File: src/rtl/hslrgb_pkg.sv
package hslrgb_pkg;

	localparam logic [15:0] HUE_THIRD    = 16'd21845;
	localparam logic [15:0] HUE_NTHIRD   = 16'd43691;
	localparam logic [15:0] HUE_SIXTH    = 16'd10923;
	localparam logic [15:0] HUE_HALF     = 16'd32768;
	localparam logic [15:0] HUE_TWOTHIRD = 16'd43691;
	localparam logic [16:0] ONE_Q16      = 17'h10000;
	localparam logic [15:0] CHAN_MAX     = 16'hFFFF;

	typedef struct packed {
		logic [15:0] hue;
		logic [15:0] lightness;
		logic [15:0] saturation;
	} hsl_pixel_t;

	typedef struct packed {
		logic [15:0] red;
		logic [15:0] green;
		logic [15:0] blue;
	} rgb_pixel_t;

	typedef struct packed {
		logic ld_s4;
		logic ld_s5;
	} chan_ctl_t;

	// piecewise-linear hue ramp factor, q1.16 with one at 65536
	function automatic logic [16:0] ramp_factor(input logic [15:0] t);
		logic [15:0] u;
		logic [18:0] six;
		logic [16:0] f;
		u = 16'd0;
		six = 19'd0;
		f = 17'd0;
		if (t < HUE_SIXTH) begin
			u = t;
			six = 19'({u, 2'b00}) + 19'({u, 1'b0});
			f = (six > 19'(ONE_Q16)) ? ONE_Q16 : six[16:0];
		end else if (t < HUE_HALF) begin
			f = ONE_Q16;
		end else if (t < HUE_TWOTHIRD) begin
			u = HUE_TWOTHIRD - t;
			six = 19'({u, 2'b00}) + 19'({u, 1'b0});
			f = (six > 19'(ONE_Q16)) ? ONE_Q16 : six[16:0];
		end else begin
			f = 17'd0;
		end
		return f;
	endfunction

endpackage

File: src/rtl/hslrgb_chan.sv
module hslrgb_chan
	import hslrgb_pkg::*;
(
	input  logic        clk,
	input  chan_ctl_t   ctl,
	input  logic [32:0] d_s3,
	input  logic [31:0] p_s3,
	input  logic [16:0] f_s3,
	output logic [15:0] chan
);

	logic [49:0] prod_s4;
	logic [31:0] p_s4;
	logic [50:0] acc;
	logic [18:0] rnd;
	logic [15:0] chan_s5;

	// ramp scale: (q - p) * f in q2.48
	always_ff @(posedge clk) begin
		if (ctl.ld_s4) begin
			prod_s4 <= 50'(d_s3) * 50'(f_s3);
			p_s4 <= p_s3;
		end
	end

	// add p, round half up, saturate
	always_comb begin
		acc = 51'({p_s4, 16'h0000}) + 51'(prod_s4) + (51'd1 << 31);
		rnd = acc[50:32];
	end

	always_ff @(posedge clk) begin
		if (ctl.ld_s5) begin
			chan_s5 <= (rnd > 19'(CHAN_MAX)) ? CHAN_MAX : rnd[15:0];
		end
	end

	assign chan = chan_s5;

endmodule

File: config.mk
export PLATFORM = sky130hd
export DESIGN_NAME = hslrgb_chan
export DESIGN_NICKNAME = d
export VERILOG_FILES = /design/src/rtl/hslrgb_pkg.sv /design/src/rtl/hslrgb_chan.sv
export SDC_FILE = /design/constraint.sdc
export NUM_CORES = 1
export LEC_CHECK = 0
export BUFFER_PORTS_ARGS = -buffer_cell sky130_fd_sc_hd__clkbuf_2
export CAP_MARGIN = 20
export CORE_ASPECT_RATIO = 1.2
export CORE_MARGIN = 10
export CORE_UTILIZATION = 55
export CTS_CLUSTER_DIAMETER = 60
export DETAILED_ROUTE_END_ITERATION = 16
export PLACE_DENSITY = 0.83
export SLEW_MARGIN = 20
export SYNTH_ARGS = -nofsm -noshare
export SYNTH_HDL_FRONTEND = slang
export SYNTH_SLANG_ARGS = --single-unit
File: constraint.sdc
create_clock -name clk -period 7.55 [get_ports clk]
set_input_delay 1.51 -clock clk [delete_from_list [all_inputs] [get_ports clk]]
set_output_delay 1.51 -clock clk [all_outputs]
set_load 0.02 [all_outputs]
* After elaboration in Yosys (flattened, before gate mapping)
Index checks and enable logic that the tools add are counted.
** Word-level totals
- Bits of input ports :: 85
- Output and inout bits :: 16
- Bits in registers :: 98
** Cells by class
- $mul :: 1
- Magnitude comparators :: 1
- Add/subtract/negate cells :: 2
** Operators by type and width (count)
- adder 48 x 50 -> 51 bit :: 1
- adder 51 x 32 -> 51 bit (second input constant) :: 1
- multiplier 33 x 17 -> 50 bit :: 1
- > comparator 19 x 16 -> 1 bit (second input constant) :: 1

* Logic depth before layout (Yosys ltp)
Gate-level depths: netlist (run 1).
- Depth after elaboration :: 3
- Gate-level depth with buffers :: 24

* Worst setup path after synthesis (run 1)
No wires, ideal clock.
- Kind :: input -> register
- Start point :: input d_s3[7]
- End point :: register prod_s4[46], data pin
- Data arrival time :: 7005 ps
- Slack :: 286 ps
- Stages :: 23
- Library setup time :: 260 ps
- Buffers on the path :: 1
- Path through :: clkbuf_1 > nand2_1 > fa_1 > inv_1 > fa_1 > inv_1 > fa_1 > inv_1 > fa_1 > fa_1 > inv_1 > fa_1 > inv_1 > ha_1 > nand4_1 > a2111oi_2 > a2111oi_2 > a211oi_2 > o211ai_2 > a21oi_4 > o211ai_2 > nor2b_1 > xnor2_1
** On the way
- Longest elaborated chain between the ends :: 1
** RTL lines
- start, declared :: line hslrgb_chan.sv:6 : input logic [32:0] d_s3,
- multiplier 33 x 17 -> 50 bit :: line hslrgb_chan.sv:21 : prod_s4 <= 50'(d_s3) * 50'(f_s3);
- end signal, assigned :: line hslrgb_chan.sv:21
- end, declared :: line hslrgb_chan.sv:12 : logic [49:0] prod_s4;
No other way between the ends.
A chain may end at the register's enable or synchronous reset.

* Worst setup path in the final report (run 1)
- Start point :: input f_s3[9]
- End point :: register prod_s4[46], data pin
** On the way
- Longest elaborated chain between the ends :: 1
** RTL lines
- start, declared :: line hslrgb_chan.sv:8 : input logic [16:0] f_s3,
- multiplier 33 x 17 -> 50 bit :: line hslrgb_chan.sv:21
No other way between the ends.

==> results of run 1 <==
==> stage by stage <==
step | utilization [%] | area [um^2]
after floorplan | - | 20900
after global placement | 60.4 | 22800
after detailed placement | 60.4 | 22800
after CTS | 61.2 | 23000
after global routing | 61.3 | 23100
final | 61.3 | 23100
==> flip-flops by register name, summed over array words and instances (netlist names) <==
name     cells
prod_s4     34
p_s4        32
chan        16
==> worst register-to-register path, delay by kind of cell, from the launching register on <==
| family | cells | cell delay [ns] |
|---|---|---|
| simple gates | 1 | 0.39 |
| flops | 1 | 0.40 |
| fa+ha+maj | 2 | 0.61 |
| compound gates | 8 | 1.80 |
==> layout make-up <==
type / count / area (um^2)
multi-input cells: 1485 / 16100
fillers: 2925 / 14600
flip-flops and latches: 82 / 2460
inverters: 538 / 2020
repair buffers: 234 / 1620
well taps: 480 / 601
clock buffers: 9 / 225
clock inverters: 7 / 71.3
diodes: 1 / 2.50
==> synth_stat cells (8+ instances only) <==
master / n
clkbuf_1: 89
xor2_1: 14
inv_1: 538
o21ai_0: 23
nand4_1: 10
nor2_1: 20
nor3_1: 8
a21o_1: 19
a21oi_1: 43
or3_1: 14
nand2_1: 364
ha_1: 184
and2_1: 213
fa_1: 462
edfxtp_1: 82
xnor2_1: 28
==> logic make-up after synthesis <==
family,Yosys count
simple gates,660
flops,82
xor+xnor,42
compound gates,135
mux,2
buf+inv,628
fa+ha+maj,646
==> layer usage <==
layer	vias to the layer above	track usage, %	part of all wire, %
met1	7795	28.9	38
met2	691	41.0	50
met5	-	0	0
met4	0	9.55	4.1
met3	123	3.93	8.3
li1	6812	-	-
==> path summary, 6_finish.rpt <==
| path | slack, ns | depth (start not counted) | end | from |
|---|---|---|---|---|
| worst max-delay path | 0.26 | 24 | prod_s4[46] | f_s3[9] |
| worst max register to register | 4.08 | 11 | chan[1] | prod_s4[19] |
| worst min register to register | 0.91 | 4 | chan[15] | p_s4[30] |
| worst min-delay path | 0.91 | 4 | chan[15] | p_s4[30] |
==> flow_metrics.env, run 1 <==
export IMPL_insertion_delay_ns=0.34
export IMPL_layout_common_cells="538 x inv_1, 462 x fa_1, 364 x nand2_1"
export IMPL_dieHeight_um=233
export IMPL_gp_congestion=0.984
export IMPL_synth_xor_area_share_pct=1.76
export IMPL_cp_num_buf_inv=7
export IMPL_async_reset_ff_share_pct=0
export IMPL_place_inst=2819
export IMPL_core_area_um2=37700
export IMPL_synthSimpleGateAreaFrac_pct=15.2
export IMPL_numPortBuffers=100
export IMPL_layout_commonest_cell="inv_1"
export IMPL_muxShareOfSynthArea_pct=0.0958
export IMPL_fin_nets=3081
export IMPL_die_area_um2=46200
export IMPL_drc=0
export IMPL_grt_overflow_total=0
export IMPL_syn2layout_area_growth_pct=10.5
export IMPL_cts_root_buffer="clkbuf_16"
export IMPL_grt_max_degree=67
export IMPL_grt_pass1_vias=17140
export IMPL_slew_viol_final=0
export IMPL_max_freq_ghz=0.137
export IMPL_vias=15421
export IMPL_period_needed_ns=7.29
export IMPL_hp_class="reg -> reg"
export IMPL_syn_nets=2926
export IMPL_slowest_stage="fa_1"
export IMPL_drt_iter0_drc=1100
export IMPL_syn_instance_count=2195
export IMPL_finalHoldViolCount=0
export IMPL_cts_buffer_depth=2
export IMPL_synthFlopType="edfxtp_1"
export IMPL_cpLargestDelayFamily="adder cells"
export IMPL_synth_warnings=0
export IMPL_cts_resized=0
export IMPL_num_rows=78
export IMPL_drt_first_pass_iters=5
export IMPL_routedWlPerCell_um=18.5
export IMPL_cp_data_arrival_time_ns=7.37
export IMPL_whs_ns=0.912
export IMPL_critical_path_class="in -> reg"
export IMPL_finClkSkew_ns=0.0105
export IMPL_wl_um=52400
export IMPL_synthAdderAreaFrac_pct=55.3
export IMPL_drt_vias_per_instance=5.44
export IMPL_cp_required_ns=7.64
export IMPL_synthTopCellsByArea="fa_1 44%, edfxtp_1 12%, ha_1 11%, inv_1 9.7%, nand2_1 6.5%"
export IMPL_postSynthAreaPerCell_um2=9.52
export IMPL_cts_buffers=9
export IMPL_grt_pass1_wl_um=86800
export IMPL_tightest_slew_ns=0.859
export IMPL_drv_cap=0
export IMPL_yosysUniqueCellTypes=53
export IMPL_initial_utilization_pct=55.5
export IMPL_seq_area_frac_synth_pct=11.8
export IMPL_tns_ns=0
export IMPL_cp_end_kind="flop"
export IMPL_slowest_delay_ns=0.53
export IMPL_cp_cell_sequence="buf_2 > nand2_1 > fa_1 > inv_1 > fa_1 > inv_1 > fa_1 > inv_1 > fa_1 > fa_1 > inv_1 > fa_1 > inv_1 > ha_1 > nand4_1 > a2111oi_4 > a2111oi_4 > a211oi_2 > buf_4 > o211ai_2 > a21oi_4 > o211ai_2 > nor2b_1 > xnor2_1"
export IMPL_finalCritPeriodShare_pct=96.5
export IMPL_synth_top_area_share_pct=44.3
export IMPL_post_place_ws_ns=-0.226
export IMPL_cts_sinks=82
export IMPL_postCtsSetupBuffers=0
export IMPL_synth_top_family_by_area="adder cells"
export IMPL_rsz0062_at_grt="false"
export IMPL_synth_seq_cells=82
export IMPL_critPathMaxFanout=12
export IMPL_grtUsageTotal_pct=23.7
export IMPL_path_clk_slew_ns=0.07
export IMPL_postCtsHoldBufs=0
export IMPL_path_common_cell="fa_1"
export IMPL_dp_hpwl_um=44800
export IMPL_cts_tree="yes"
export IMPL_io_pins=101
export IMPL_fin_cells=2836
export IMPL_slew_headroom_pct=42.7
export IMPL_die_x_um=198
export IMPL_synth_edff_count=82
export IMPL_synth_compound_gate_area_share_pct=4.58
export IMPL_htree_levels=3
export IMPL_ant_nets=0
export IMPL_status="complete, no violations"
export IMPL_setup_viol=0
export IMPL_synthesis_area_um2=20900
export IMPL_antenna_found_initial=1
export IMPL_yosys_area_top_type="fa_1"
export IMPL_drive_gt1_share_pct=11.4
export IMPL_fin_ws_ns=0.265
export IMPL_start_kind="primary input"
Power of run 1 is not shown: default switching activity piles up to over one toggle a cycle in this logic, so the estimate is an artifact.
==> run 2: changes to the inputs <==
Settings changed: CORE_UTILIZATION 55 to 30, PLACE_DENSITY 0.83 to 0.54.
==> flow_metrics.env, run 2 (synthesized netlist as in run 1, its figures left out) <==
export IMPL_status="complete, no violations"
export IMPL_initial_utilization_pct=30.4
export IMPL_drt_first_pass_iters=5
export IMPL_max_freq_ghz=0.137
export IMPL_finalHoldViolCount=0
export IMPL_finalCritPeriodShare_pct=96.5
export IMPL_place_area_um2=23300
export IMPL_grt_pass1_wl_um=89100
export IMPL_gp_congestion=0.903
export IMPL_num_rows=105
export IMPL_num_fill_cells=6909
export IMPL_routedWlPerCell_um=16.6
export IMPL_htree_levels=3
export IMPL_postCtsHoldBufs=0
export IMPL_regArea_um2=2460
export IMPL_path_clk_slew_ns=0.08
export IMPL_drt_iter0_drc=736
export IMPL_postLayoutCoreUtil_pct=34.5
export IMPL_vias=14727
export IMPL_finClkSkew_ns=0.0164
export IMPL_slew_headroom_pct=42.3
export IMPL_grt_overflow_total=0
export IMPL_fin_ws_ns=0.267
export IMPL_final_cell_area_um2=23700
export IMPL_layout_commonest_cell="inv_1"
export IMPL_critPathMaxFanout=9
export IMPL_multi_input_area_um2=16100
export IMPL_cp_required_ns=7.67
export IMPL_cts_buffer_depth=2
export IMPL_fin_nets=3086
export IMPL_largest_reg_flops=34
export IMPL_start_kind="primary input"
export IMPL_cts_sinks=82
export IMPL_cts_buffers=9
export IMPL_drive_gt1_share_pct=11.7
export IMPL_insertion_delay_ns=0.36
export IMPL_cp_data_arrival_time_ns=7.40
export IMPL_grtUsageTotal_pct=13.9
export IMPL_die_x_um=261
export IMPL_tightest_slew_ns=0.866
export IMPL_io_pins=101
export IMPL_setup_viol=0
export IMPL_dieHeight_um=309
export IMPL_cts_root_buffer="clkbuf_16"
export IMPL_dp_hpwl_um=48000
export IMPL_antenna_found_initial=8
export IMPL_grt_max_degree=67
export IMPL_post_place_ws_ns=-0.347
export IMPL_period_needed_ns=7.28
export IMPL_cts_tree="yes"
export IMPL_grt_pass1_vias=16546
export IMPL_syn2layout_area_growth_pct=13.4
export IMPL_drt_vias_per_instance=4.50
export IMPL_hp_class="reg -> reg"
export IMPL_wl_um=54400
export IMPL_die_area_um2=80600
export IMPL_numPortBuffers=100
export IMPL_critical_path_class="in -> reg"
export IMPL_cp_end_kind="flop"
export IMPL_slew_viol_final=0
export IMPL_drc=0
export IMPL_top_register="prod_s4"
export IMPL_ant_nets=0
export IMPL_core_area_um2=68700
export IMPL_drv_cap=0
export IMPL_layout_common_cells="538 x inv_1, 462 x fa_1, 364 x nand2_1"
## run 2: changes by cell type in the layout (fill, tap and decap cells not counted), moves of 2 or more
cell / delta
diode_2: +2
clkbuf_2: +4
buf_2: -4
clkinvlp_4: -2
buf_4: +5
clkinv_4: +2
## run 2: layer usage
layer / track usage (%) / up-vias / routed length (um)
met2: 24.0 / 341 / 26800
met5: 0 / - / 73
li1: - / 6823 / -
met4: 4.59 / 12 / 1500
met3: 1.79 / 68 / 2760
met1: 17.7 / 7483 / 23300
## run 2: area by class of cell
| cell class | count | area share, % |
|---|---|---|
| timing repair buffer | 239 | 7.03 |
| sequential | 82 | 10.4 |
| clock inverter | 7 | 0.343 |
| clock buffer | 9 | 0.951 |
| inverter | 538 | 8.52 |
| tap | 909 | 4.80 |
| antenna | 3 | 0.0317 |
| multi-input combinational | 1485 | 67.9 |
## run 2: path summary, 6_finish.rpt
kind            start           to  slack (ns)  depth (start not counted)
max           d_s3[8]  prod_s4[47]        0.27                         23
min          p_s4[29]     chan[15]        0.93                          4
max reg2reg   p_s4[7]     chan[11]        4.11                         11
min reg2reg  p_s4[29]     chan[15]        0.93                          4
## run 2: per-stage QoR
| step | TNS, ns | instances | hold slack [ns] |
|---|---|---|---|
| finish | 0 | 3272 | 0.931 |
| detailed placement | -2.97 | 3252 | 0.911 |
| floorplan | 0 | 2195 | 0.771 |
| global placement | -2.48 | 3252 | 0.886 |
| CTS | 0 | 3268 | 0.937 |
| global route | -0.00353 | 3271 | 0.980 |
## run 2: what timing repair did
item	4_1_cts	5_1_grt
resized for setup	0	19
endpoints found under the setup margin	0	16
setup buffers	0	1
## run 2: worst max-delay path, stage by stage
cell       delay (ns)
clkbuf_4         0.20
buf_4            0.21
nand2_1          0.10
fa_1             0.57
inv_1            0.07
fa_1             0.58
fa_1             0.44
fa_1             0.45
fa_1             0.52
inv_1            0.05
fa_1             0.47
inv_1            0.04
ha_1             0.30
a21oi_1          0.18
o21ai_1          0.15
a2111oi_4        0.43
a211oi_2         0.12
buf_4            0.17
o211ai_2         0.22
a21oi_4          0.11
o211ai_2         0.23
mux2i_1          0.22
nand2_1          0.07
Power of run 2 is left out for the same reason.
